$ cat src/rtl/core/evad_pkg.sv
// Shared widths, codes and interface types of the energy VAD segmenter.
// No dependencies; imported by every module of the block.
`default_nettype none

package evad_pkg;

   localparam int unsigned SampleWidth   = 16;
   localparam int unsigned MagWidth      = SampleWidth;
   localparam int unsigned ProdWidth     = 2 * MagWidth;
   localparam int unsigned SqWidth       = 2 * (SampleWidth - 1) + 1;
   localparam int unsigned ChunkLenWidth = 13;
   localparam int unsigned EnergyWidth   = 42;
   localparam int unsigned CountWidth    = 16;
   localparam int unsigned MaxChunkLen   = 4096;
   localparam int unsigned QueueDepth    = 4;
   localparam int unsigned QueuePtrWidth = $clog2(QueueDepth);
   localparam int unsigned QueueCntWidth = $clog2(QueueDepth + 1);
   localparam int unsigned CsrIndexWidth = 3;
   localparam int unsigned CsrDataWidth  = EnergyWidth;

   localparam logic [ChunkLenWidth-1:0] ChunkLenMax = ChunkLenWidth'(MaxChunkLen);

   typedef enum logic [1:0] {
      ACT_DROP,
      ACT_KEEP,
      ACT_DISCARD,
      ACT_COMPLETE
   } action_type;

   typedef enum logic [1:0] {
      SESS_CONTINUE,
      SESS_SEGMENT,
      SESS_EMPTY
   } session_type;

   typedef enum logic [CsrIndexWidth-1:0] {
      CSR_CHUNK_LENGTH,
      CSR_ENERGY_THRESHOLD,
      CSR_MIN_SPEECH,
      CSR_MAX_SILENCE,
      CSR_SESSION_CHUNKS
   } csr_index_type;

   typedef struct packed {
      logic [CountWidth-1:0] min_speech;
      logic [CountWidth-1:0] max_silence;
      logic [CountWidth-1:0] session_chunks;
   } seg_cfg_type;

   typedef struct packed {
      logic push;
      logic speech;
   } queue_push_type;

   typedef struct packed {
      logic valid;
      logic speech;
   } queue_head_type;

endpackage

`default_nettype wire

$ cat src/rtl/core/evad_front.sv
// Front end: squares samples, accumulates chunk energy, flags speech chunks.
// Depends on evad_pkg; feeds evad_queue.
`default_nettype none

module evad_front
   import evad_pkg::*;
(
   input  wire logic                          clock,
   input  wire logic                          reset,
   input  wire logic                          req_valid,
   output logic                               req_stall,
   input  wire logic signed [SampleWidth-1:0] req_sample,
   input  wire logic [ChunkLenWidth-1:0]      cfg_chunk_length,
   input  wire logic [EnergyWidth-1:0]        cfg_threshold,
   input  wire logic                          queue_full,
   output queue_push_type                     push
);

   logic                     adv;
   logic                     accept;
   logic [ChunkLenWidth-1:0] len_eff;
   logic [ChunkLenWidth-1:0] cnt_ff, cnt_in, cnt_inc;
   logic                     chunk_end;
   logic [MagWidth-1:0]      raw, mag;
   logic [ProdWidth-1:0]     prod;

   logic                     s1_valid_ff, s1_valid_in;
   logic                     s1_end_ff, s1_end_in;
   logic [SqWidth-1:0]       sq_ff, sq_in;

   logic [EnergyWidth:0]     sum_wide;
   logic [EnergyWidth-1:0]   sum_sat;
   logic [EnergyWidth-1:0]   acc_ff, acc_in;
   logic                     ev_valid_ff, ev_valid_in;
   logic [EnergyWidth-1:0]   ev_sum_ff, ev_sum_in;

   assign adv       = !(ev_valid_ff && queue_full);
   assign req_stall = !adv;
   assign accept    = req_valid && adv;

   always_comb begin
      if (cfg_chunk_length == '0) begin
         len_eff = ChunkLenWidth'(1);
      end else if (cfg_chunk_length > ChunkLenMax) begin
         len_eff = ChunkLenMax;
      end else begin
         len_eff = cfg_chunk_length;
      end
   end

   assign cnt_inc   = cnt_ff + ChunkLenWidth'(1);
   assign chunk_end = cnt_inc >= len_eff;
   assign cnt_in    = accept ? (chunk_end ? '0 : cnt_inc) : cnt_ff;

   assign raw   = req_sample;
   assign mag   = raw[MagWidth-1] ? (~raw + MagWidth'(1)) : raw;
   assign prod  = mag * mag;
   assign sq_in = prod[SqWidth-1:0];

   assign s1_valid_in = adv ? accept : s1_valid_ff;
   assign s1_end_in   = accept ? chunk_end : s1_end_ff;

   assign sum_wide = {1'b0, acc_ff} + (EnergyWidth + 1)'(sq_ff);
   assign sum_sat  = sum_wide[EnergyWidth] ? '1 : sum_wide[EnergyWidth-1:0];

   always_comb begin
      acc_in      = acc_ff;
      ev_valid_in = ev_valid_ff;
      ev_sum_in   = ev_sum_ff;
      if (adv) begin
         ev_valid_in = s1_valid_ff && s1_end_ff;
         if (s1_valid_ff) begin
            acc_in    = s1_end_ff ? '0 : sum_sat;
            ev_sum_in = sum_sat;
         end
      end
   end

   always_ff @(posedge clock) begin
      if (reset) begin
         cnt_ff      <= '0;
         s1_valid_ff <= 1'b0;
         acc_ff      <= '0;
         ev_valid_ff <= 1'b0;
      end else begin
         cnt_ff      <= cnt_in;
         s1_valid_ff <= s1_valid_in;
         acc_ff      <= acc_in;
         ev_valid_ff <= ev_valid_in;
      end
   end

   always_ff @(posedge clock) begin
      s1_end_ff <= s1_end_in;
      ev_sum_ff <= ev_sum_in;
      if (accept) begin
         sq_ff <= sq_in;
      end
   end

   assign push.push   = ev_valid_ff && !queue_full;
   assign push.speech = ev_sum_ff > cfg_threshold;

endmodule

`default_nettype wire

$ cat src/rtl/core/evad_queue.sv
// Short queue of chunk speech flags between front and back ends.
// Depends on evad_pkg.
`default_nettype none

module evad_queue
   import evad_pkg::*;
(
   input  wire logic     clock,
   input  wire logic     reset,
   input  wire queue_push_type push,
   output logic          full,
   input  wire logic     pop,
   output queue_head_type head
);

   logic [QueueDepth-1:0]    mem_ff;
   logic [QueuePtrWidth-1:0] wr_ptr_ff, wr_ptr_in;
   logic [QueuePtrWidth-1:0] rd_ptr_ff, rd_ptr_in;
   logic [QueueCntWidth-1:0] cnt_ff, cnt_in;

   function automatic logic [QueuePtrWidth-1:0] ptr_next(input logic [QueuePtrWidth-1:0] p);
      ptr_next = (p == QueuePtrWidth'(QueueDepth - 1)) ? '0 : p + QueuePtrWidth'(1);
   endfunction

   assign full        = cnt_ff == QueueCntWidth'(QueueDepth);
   assign head.valid  = cnt_ff != '0;
   assign head.speech = mem_ff[rd_ptr_ff];

   assign wr_ptr_in = push.push ? ptr_next(wr_ptr_ff) : wr_ptr_ff;
   assign rd_ptr_in = pop ? ptr_next(rd_ptr_ff) : rd_ptr_ff;

   always_comb begin
      cnt_in = cnt_ff;
      if (push.push && !pop) begin
         cnt_in = cnt_ff + QueueCntWidth'(1);
      end else if (pop && !push.push) begin
         cnt_in = cnt_ff - QueueCntWidth'(1);
      end
   end

   always_ff @(posedge clock) begin
      if (reset) begin
         wr_ptr_ff <= '0;
         rd_ptr_ff <= '0;
         cnt_ff    <= '0;
      end else begin
         wr_ptr_ff <= wr_ptr_in;
         rd_ptr_ff <= rd_ptr_in;
         cnt_ff    <= cnt_in;
      end
   end

   always_ff @(posedge clock) begin
      if (push.push) begin
         mem_ff[wr_ptr_ff] <= push.speech;
      end
   end

endmodule

`default_nettype wire

$ cat src/rtl/core/evad_back.sv
// Back end: segment decisions per chunk, session tracking, result register.
// Depends on evad_pkg; drains evad_queue.
`default_nettype none

module evad_back
   import evad_pkg::*;
(
   input  wire logic                   clock,
   input  wire logic                   reset,
   input  wire queue_head_type         head,
   output logic                        pop,
   input  wire seg_cfg_type            cfg,
   output logic                        rsp_valid,
   input  wire logic                   rsp_stall,
   output logic [1:0]                  rsp_chunk_action,
   output logic                        rsp_chunk_had_speech,
   output logic [1:0]                  rsp_session_end,
   output logic [CountWidth-1:0]       rsp_kept_chunk_count
);

   logic                  out_free;

   logic [CountWidth-1:0] idx_ff, idx_in;
   logic                  active_ff, active_in;
   logic [CountWidth-1:0] start_ff, start_in;
   logic [CountWidth-1:0] last_ff, last_in;
   logic [CountWidth-1:0] kept_ff, kept_in;

   logic [CountWidth-1:0] kept_inc;
   logic [CountWidth-1:0] silence, span;
   logic [CountWidth-1:0] budget;
   logic [CountWidth-1:0] idx_next;
   logic                  complete;
   action_type            action;
   session_type           send;
   logic [CountWidth-1:0] kept_new;
   logic                  active_new;
   logic [CountWidth-1:0] start_new, last_new;

   logic                  rsp_valid_ff, rsp_valid_in;
   action_type            rsp_action_ff;
   logic                  rsp_speech_ff;
   session_type           rsp_send_ff;
   logic [CountWidth-1:0] rsp_kept_ff;

   assign out_free = !rsp_valid_ff || !rsp_stall;
   assign pop      = head.valid && out_free;

   assign kept_inc = (kept_ff == '1) ? kept_ff : kept_ff + CountWidth'(1);
   assign silence  = idx_ff - last_ff;
   assign span     = last_ff - start_ff;
   assign budget   = (cfg.session_chunks == '0) ? CountWidth'(1) : cfg.session_chunks;
   assign idx_next = idx_ff + CountWidth'(1);

   always_comb begin
      action     = ACT_DROP;
      complete   = 1'b0;
      kept_new   = kept_ff;
      active_new = active_ff;
      start_new  = start_ff;
      last_new   = last_ff;
      if (head.speech) begin
         if (!active_ff) begin
            active_new = 1'b1;
            start_new  = idx_ff;
         end
         last_new = idx_ff;
         kept_new = kept_inc;
         action   = ACT_KEEP;
      end else if (active_ff) begin
         if (silence >= cfg.max_silence) begin
            if (span >= cfg.min_speech) begin
               action   = ACT_COMPLETE;
               complete = 1'b1;
            end else begin
               action     = ACT_DISCARD;
               active_new = 1'b0;
               kept_new   = '0;
            end
         end else begin
            kept_new = kept_inc;
            action   = ACT_KEEP;
         end
      end
   end

   always_comb begin
      if (complete) begin
         send = SESS_SEGMENT;
      end else if (idx_next >= budget) begin
         send = (kept_new != '0) ? SESS_SEGMENT : SESS_EMPTY;
      end else begin
         send = SESS_CONTINUE;
      end
   end

   always_comb begin
      idx_in    = idx_ff;
      active_in = active_ff;
      start_in  = start_ff;
      last_in   = last_ff;
      kept_in   = kept_ff;
      if (pop) begin
         if (send != SESS_CONTINUE) begin
            idx_in    = '0;
            active_in = 1'b0;
            start_in  = '0;
            last_in   = '0;
            kept_in   = '0;
         end else begin
            idx_in    = idx_next;
            active_in = active_new;
            start_in  = start_new;
            last_in   = last_new;
            kept_in   = kept_new;
         end
      end
   end

   assign rsp_valid_in = out_free ? head.valid : rsp_valid_ff;

   always_ff @(posedge clock) begin
      if (reset) begin
         idx_ff       <= '0;
         active_ff    <= 1'b0;
         start_ff     <= '0;
         last_ff      <= '0;
         kept_ff      <= '0;
         rsp_valid_ff <= 1'b0;
      end else begin
         idx_ff       <= idx_in;
         active_ff    <= active_in;
         start_ff     <= start_in;
         last_ff      <= last_in;
         kept_ff      <= kept_in;
         rsp_valid_ff <= rsp_valid_in;
      end
   end

   always_ff @(posedge clock) begin
      if (pop) begin
         rsp_action_ff <= action;
         rsp_speech_ff <= head.speech;
         rsp_send_ff   <= send;
         rsp_kept_ff   <= kept_new;
      end
   end

   assign rsp_valid            = rsp_valid_ff;
   assign rsp_chunk_action     = rsp_action_ff;
   assign rsp_chunk_had_speech = rsp_speech_ff;
   assign rsp_session_end      = rsp_send_ff;
   assign rsp_kept_chunk_count = rsp_kept_ff;

   // session state cleared once an end of session is reported
   a_session_clear: assert property (@(posedge clock) disable iff (reset)
      pop && send != SESS_CONTINUE |=> idx_ff == '0 && !active_ff && kept_ff == '0)
      else $error("session state not cleared after session end");

   a_complete_ends: assert property (@(posedge clock) disable iff (reset)
      rsp_valid_ff && rsp_action_ff == ACT_COMPLETE |-> rsp_send_ff == SESS_SEGMENT)
      else $error("segment complete without session end");

   a_empty_none_kept: assert property (@(posedge clock) disable iff (reset)
      rsp_valid_ff && rsp_send_ff == SESS_EMPTY |-> rsp_kept_ff == '0)
      else $error("empty session reports kept chunks");

   a_drop_idle: assert property (@(posedge clock) disable iff (reset)
      rsp_valid_ff && rsp_action_ff == ACT_DROP |-> !rsp_speech_ff && rsp_kept_ff == '0)
      else $error("dropped chunk with speech or kept chunks");

endmodule

`default_nettype wire

$ cat src/rtl/core/energy_vad_segmenter.sv
// Top level of the energy VAD segmenter: control registers and the
// front end, queue and back end. Depends on evad_pkg, evad_front,
// evad_queue and evad_back.
//
//   channel  direction  handshake            word
//   req_     in         req_valid/req_stall   one signed 16-bit sample
//   rsp_     out        rsp_valid/rsp_stall   one chunk decision
//   csr_     in         csr_write_enable      register index and data
//
// One sample a cycle while req_stall is low. Steps: square into sq_ff,
// accumulate into ev_sum_ff, compare into the queue and decide into rsp_.
// The accumulate loop in the front end sets the one-cycle rate.
// Reset is synchronous; control registers return to their defaults.
// Held rsp_ fills the 4-entry queue; then a waiting chunk raises req_stall.
`default_nettype none

module energy_vad_segmenter
   import evad_pkg::*;
(
   input  wire logic                          clock,
   input  wire logic                          reset,
   input  wire logic                          req_valid,
   output logic                               req_stall,
   input  wire logic signed [SampleWidth-1:0] req_sample,
   output logic                               rsp_valid,
   input  wire logic                          rsp_stall,
   output logic [1:0]                         rsp_chunk_action,
   output logic                               rsp_chunk_had_speech,
   output logic [1:0]                         rsp_session_end,
   output logic [CountWidth-1:0]              rsp_kept_chunk_count,
   input  wire logic                          csr_write_enable,
   input  wire logic [CsrIndexWidth-1:0]      csr_index,
   input  wire logic [CsrDataWidth-1:0]       csr_write_data
);

   logic [ChunkLenWidth-1:0] chunk_len_ff, chunk_len_in;
   logic [EnergyWidth-1:0]   thr_ff, thr_in;
   seg_cfg_type              seg_cfg_ff, seg_cfg_in;

   queue_push_type           push;
   queue_head_type           head;
   logic                     queue_full;
   logic                     pop;

   always_comb begin
      chunk_len_in = chunk_len_ff;
      thr_in       = thr_ff;
      seg_cfg_in   = seg_cfg_ff;
      if (csr_write_enable) begin
         unique case (csr_index)
            CSR_CHUNK_LENGTH:     chunk_len_in = csr_write_data[ChunkLenWidth-1:0];
            CSR_ENERGY_THRESHOLD: thr_in = csr_write_data[EnergyWidth-1:0];
            CSR_MIN_SPEECH:       seg_cfg_in.min_speech = csr_write_data[CountWidth-1:0];
            CSR_MAX_SILENCE:      seg_cfg_in.max_silence = csr_write_data[CountWidth-1:0];
            CSR_SESSION_CHUNKS:   seg_cfg_in.session_chunks = csr_write_data[CountWidth-1:0];
            default: begin
            end
         endcase
      end
   end

   always_ff @(posedge clock) begin
      if (reset) begin
         chunk_len_ff              <= ChunkLenWidth'(1600);
         thr_ff                    <= EnergyWidth'(171798692);
         seg_cfg_ff.min_speech     <= CountWidth'(5);
         seg_cfg_ff.max_silence    <= CountWidth'(10);
         seg_cfg_ff.session_chunks <= CountWidth'(100);
      end else begin
         chunk_len_ff <= chunk_len_in;
         thr_ff       <= thr_in;
         seg_cfg_ff   <= seg_cfg_in;
      end
   end

   evad_front u_front (
      .clock            (clock),
      .reset            (reset),
      .req_valid        (req_valid),
      .req_stall        (req_stall),
      .req_sample       (req_sample),
      .cfg_chunk_length (chunk_len_ff),
      .cfg_threshold    (thr_ff),
      .queue_full       (queue_full),
      .push             (push)
   );

   evad_queue u_queue (
      .clock (clock),
      .reset (reset),
      .push  (push),
      .full  (queue_full),
      .pop   (pop),
      .head  (head)
   );

   evad_back u_back (
      .clock                (clock),
      .reset                (reset),
      .head                 (head),
      .pop                  (pop),
      .cfg                  (seg_cfg_ff),
      .rsp_valid            (rsp_valid),
      .rsp_stall            (rsp_stall),
      .rsp_chunk_action     (rsp_chunk_action),
      .rsp_chunk_had_speech (rsp_chunk_had_speech),
      .rsp_session_end      (rsp_session_end),
      .rsp_kept_chunk_count (rsp_kept_chunk_count)
   );

endmodule

`default_nettype wire
$ cat config.mk
export PLATFORM = sky130hd
export DESIGN_NAME = energy_vad_segmenter
export DESIGN_NICKNAME = d
export VERILOG_FILES = /design/src/rtl/core/evad_pkg.sv /design/src/rtl/core/evad_front.sv /design/src/rtl/core/evad_queue.sv /design/src/rtl/core/evad_back.sv /design/src/rtl/core/energy_vad_segmenter.sv
export SDC_FILE = /design/constraint.sdc
export NUM_CORES = 1
export LEC_CHECK = 0
export BUFFER_PORTS_ARGS = -buffer_cell sky130_fd_sc_hd__buf_2
export CAP_MARGIN = 0
export CORE_UTILIZATION = 60
export CTS_CLUSTER_DIAMETER = 30
export CTS_CLUSTER_SIZE = 24
export DETAILED_ROUTE_END_ITERATION = 16
export PLACE_DENSITY = 0.81
export REMOVE_ABC_BUFFERS = 1
export SETUP_SLACK_MARGIN = 0.1
export SYNTH_ARGS = -nofsm -noshare
export SYNTH_HDL_FRONTEND = slang
export SYNTH_SLANG_ARGS = --single-unit
$ cat constraint.sdc
create_clock -name clock -period 9 [get_ports clock]
set_clock_uncertainty 0.1 [all_clocks]
set_input_delay 0.9 -clock clock [delete_from_list [all_inputs] [get_ports clock]]
set_output_delay 0.9 -clock clock [all_outputs]
set_load 0.005 [all_outputs]
* Yosys cells after proc, flatten, opt, wreduce, memory -nomap -nowiden
Index checks and enable logic that the tools add are counted. W data, S select, Z words.
Word-level totals: bits in registers 332, output and inout bits 23, word-level logic and storage cells 135
Cells by class: add/subtract/negate cells 11, multiply operators 1, magnitude comparators 9, equality and inequality tests 9, muxes and demuxes 42, bitwise logic cells 4, reductions and logical operators 32
Operator list (number):
- $mux W16 | 14
- $mux W42 | 2
- $add A16 B1 Y16 const B | 3
- $ge A16 B16 Y1 | 3
- $add A42 B31 Y43 | 1
- $gt A42 B42 Y1 | 1
- $mux W13 | 3
- $sub A16 B16 Y16 | 2
- $mul A16 B16 Y31 | 1
- $eq A16 B16 Y1 const B | 1
- $logic_not A16 Y1 | 1
- $not A16 Y16 | 1
- $reduce_bool A16 Y1 | 1
- $reduce_and A2 Y1 | 7
- $add A13 B1 Y13 const B | 1
- $ge A13 B13 Y1 | 1
- $gt A13 B13 Y1 const B | 1
- $logic_not A13 Y1 | 1
- $mux W1 | 13
- $mux W2 | 5
- $logic_and A1 B1 Y1 | 8
- $eq A3 B2 Y1 const B | 2
- $eq A3 B3 Y1 const B | 2
- $logic_not A1 Y1 | 6
- other kinds (19) | 27

* Depth between registers and ports, before layout
depth in word-level cells 13, depth in mapped cells 31

* By module
A second synthesis with hierarchy kept.
Unflattened totals: cell total of the unflattened synthesis 2895, area, all modules 26480.4 sq um
By module, submodules not included:
- evad_front | times used 1, cells an instance 1634, area an instance 15085.7 sq um, seq. area each 3333.2 sq um
- evad_back | times used 1, cells an instance 811, area an instance 6612.6 sq um, seq. area each 1951.9 sq um
- energy_vad_segmenter | times used 1, cells an instance 403, area an instance 4237.8 sq um, seq. area each 2062.0 sq um
- evad_queue | times used 1, cells an instance 47, area an instance 544.3 sq um, seq. area each 260.2 sq um

* Worst setup path after synthesis
No wires, ideal clock.
kind input-to-reg, start point input req_sample[4], end point register u_front.sq_ff[28] (data pin), data arrival time 7.865 ns, slack 0.778 ns, cell stages on the path 24, path buffers 1, path through or4_4 or4_4 or3_2 o21ai_0 xnor2_1 clkbuf_1 nand2_1 fa_1 fa_1 inv_1 fa_1 fa_1 fa_1 inv_1 fa_1 inv_1 ha_1 nor2_1 a311oi_1 a41oi_1 a31o_2 o211ai_1 a21oi_1 xnor2_1
Between the ends: word-level cells in the longest chain between the ends 4
Ends and longest elaborated chain:
- start, declared | RTL line energy_vad_segmenter.sv:24 | input wire logic signed [SampleWidth-1:0] req_sample,
- $not A16 Y16 | RTL line evad_front.sv:56 | assign mag = raw[MagWidth-1] ? (~raw + MagWidth'(1)) : raw;
- $add A16 B1 Y16 | RTL line evad_front.sv:56
- $mux W16 * | RTL line evad_front.sv:56
- $mul A16 B16 Y31 * | RTL line evad_front.sv:57 | assign prod = mag * mag;
- named net u_front.prod[28] | RTL line evad_front.sv:25 | logic [ProdWidth-1:0] prod;
- end signal, assigned | RTL line evad_front.sv:97 | sq_ff <= sq_in;
- end, declared | RTL line evad_front.sv:29 | logic [SqWidth-1:0] sq_ff, sq_in;
Mark *: on every way through the listed nets, which the timed path passes. The rest lies on a longest branch. A chain may end at the register's enable or synchronous reset.

* Worst setup path after layout
Ends and elaborated chain as after synthesis.

==> qor.txt <==
Status: finished clean
Starting DRT DRC Count: 1,715
Initial antenna violation count: 0
Final std cells w/o fill: 3,628
Post-synthesis cell type count: 86
Combinational power share: 0.636
Leakage Power: 13.1 nW
Die area: 43,700 µm²
Setup TNS: 0 ps
Cell accounting for the most synthesized area: dfxtp_1
Worst hold slack: 358 ps
EDFF count, synth: 98
Via count: 21,400
Max Root-Sink Buffers: 3
Setup violations, final: 0
Final min period: 8140 ps
Average size of a mapped cell: 8.71 µm²
Setup CP Type: in2reg
Fin crit share: 0.905
Yosys warning total: 0
Largest family of logic cells by synthesized area: adder cells
Worst path required time: 9240 ps
Ports: 89
RSZ-0062 raised after global routing: no
Post-route cell area: 28,800 µm²
Starting Density: 0.610
Row Count: 75
Finished Core Util: 0.683
WL per Instance: 18.2 µm
RR Startpoint: u_back.last_ff[1]
Synth Area in Adders: 0.261
Arrival time worst endpoint: 8380 ps
# fillers: 3,279
Synth Area in Compound Gates: 0.151
Congestion Overflow GR: 0
Layout cells sized above 1: 0.0893
CP startpoint: req_sample[4]
WL final: 65,900 µm
ANT cells: 0
DPL Wire Length: 50,600 µm
Sequential cell area: 7610 µm²
Clock Power Share: 0.182
Nets: 3,541
DP Cell Count: 3,517
Count of cells resized by post-cts repair: 0
CTS tree: yes
Postcts setup bufs: 0
Mux share of post-synthesis cell area: 0.00745
Register area share after synthesis: 0.296
Share of power burned in registers: 0.183
Synth-to-Final Area Change: 11.9%
Root Buffer Master: clkbuf_16
Mapped Area: 25,700 µm²
Post-Synth Simple-Gate Area: 0.158
Vias in the first global route: 21,900
Final hold vios: 0
Max VDD drop: 0.620 mV
Core ar.: 42,100 µm²
Tightest Hold Check Type: reg2reg
Post-Syn Instances: 2,951
Crit path launch type: input pin
Clk_lat worst skew: 590 ps
Area of the multi-input gates: 16,100 µm²
Worst Setup End Kind: flop
H-tree Lvls: 2
PwrDens: 426 nW/µm²
First-pass GRT wire length: 107,000 µm
Clk slew on worst S/H paths: 50 ps
Residual DRC count: 0
Antenna Nets Post-Route: 0
Avg Vias per Cell: 5.89
Synth Area in XOR/XNOR: 0.0473
Slew Limit Fails: 0
Hold Buf Count CTS: 0
Share of the synthesized area in the top cell type: 0.182
Commonest non-fill, non-tap cell in the layout: nand2_1
Pre-Repair DR Iteration Count: 7
Die Ht: 209 µm
Largest net degree at the start of global routing: 78
Routability cong.: 0.939
Min-delay src: chunk_len_ff[0]
Total GRT Usage: 0.302
Clock Sinks: 331
Sw Pwr: 5.51 mW
CTS buffer count: 59
Synth async-reset ratio: 0
Synth Flop Type: dfxtp_1
Most frequent cells in the layout: nand2_1, inv_1, ha_1
Die Wd: 209 µm
Max-cap violations: 0
Sw Ratio: 0.449
Critical-path maximum fanout: 7
Max Freq: 123 MHz
Top post-synthesis cells by area: dfxtp_1, fa_1, ha_1
Max-slew headroom: 0.134
Internal Power: 6.75 mW
Placed Area: 26,700 µm²
Slew of the pin with the lowest slew margin: 1300 ps
Yosys reg bits: 331
Port bufs: 88
-- sequential cells by signal (all words and copies together) (netlist names), 3 cells and up --
register,count
u_front.sq_ff,30
u_front.cnt_ff,13
u_queue.cnt_ff,3
u_back.idx_ff,16
u_queue.mem_ff,4
u_front.acc_ff,42
seg_cfg_ff,48
u_front.ev_sum_ff,42
chunk_len_ff,13
u_back.rsp_kept_chunk_count,16
u_back.last_ff,16
u_back.start_ff,16
u_back.kept_ff,16
thr_ff,42
-- cells by family after synthesis --
family                   count (synthesis)
AO/OA/AOI/OAI                          597
XOR/XNOR                               137
adder cells (fa/ha/maj)                436
buffers and inverters                  535
flip-flops                             331
multiplexers                            17
other                                    2
AND/OR/NAND/NOR                        896
-- critical path, stage by stage --
cell	delay, ps
buf_2	120
or4_4	560
or4_4	440
or3_4	390
or4b_4	590
nor2_1	230
inv_1	130
fa_1	490
inv_1	70
fa_1	520
fa_1	520
fa_1	520
fa_1	550
inv_1	50
fa_1	520
inv_1	50
ha_1	350
and3_1	270
nand2_1	70
o21ai_0	180
a41oi_1	90
a31o_2	310
o211ai_1	210
a21oi_1	110
xnor2_1	130
-- stage by stage --
step	power [mW]	setup slack, ps
finish	12.3	857
CTS	12.2	913
global placement	9.55	401
floorplan	8.13	672
global route	13.3	518
detailed placement	9.94	304
-- worst paths after layout --
path | end | slack (ps) | depth (start not counted)
hold / removal | chunk_len_ff[0] | 360 | 2
hold reg to reg | chunk_len_ff[0] | 360 | 2
setup reg to reg | u_back.start_ff[9] | 2170 | 21
setup / recovery | u_front.sq_ff[28] | 860 | 25
-- power by group through the flow --
stage,clock [mW],sequential (mW),combinational (mW)
6_report,2.23,2.24,7.79
5_1_grt,2.31,2.26,8.75
4_1_cts,2.24,2.24,7.73
3_5_place_dp,0,2.27,7.67
3_3_place_gp,0,2.26,7.29
2_1_floorplan,0,2.23,5.90
-- synthesized netlist by cell type, types with 19 or more instances --
master and number:
nand2_1 438, inv_1 427, ha_1 268, a21oi_1 235, dfxtp_1 233, fa_1 168, nor2_1 150, edfxtp_1 98
clkbuf_1 90, xnor2_1 88, nand3_1 82, o21ai_0 71, a21o_1 59, xor2_1 47, a22o_1 46, nor3_1 40
and3_1 35, o211ai_1 28, nand4_1 25, nor2b_1 21, o21a_1 21, and2_1 19
-- routing by layer --
metal | part of all wire | vias up | GRT usage | wire length [µm]
met4 | 0.045 | 0 | 0.147 | 2940
met5 | 0 | - | 0 | 0
li1 | - | 10100 | - | -
met2 | 0.51 | 747 | 0.542 | 33400
met1 | 0.40 | 10300 | 0.358 | 26100
met3 | 0.053 | 181 | 0.0322 | 3460
-- area by class of cell --
type | count | share of cell area
repair buffers | 122 | 0.0243
multi-input cells | 2094 | 0.561
flip-flops and latches | 331 | 0.265
clock inverters | 45 | 0.0164
inverters | 431 | 0.0563
clock buffers | 66 | 0.0544
well taps | 539 | 0.0235
(Power assumes the default switching activity.)
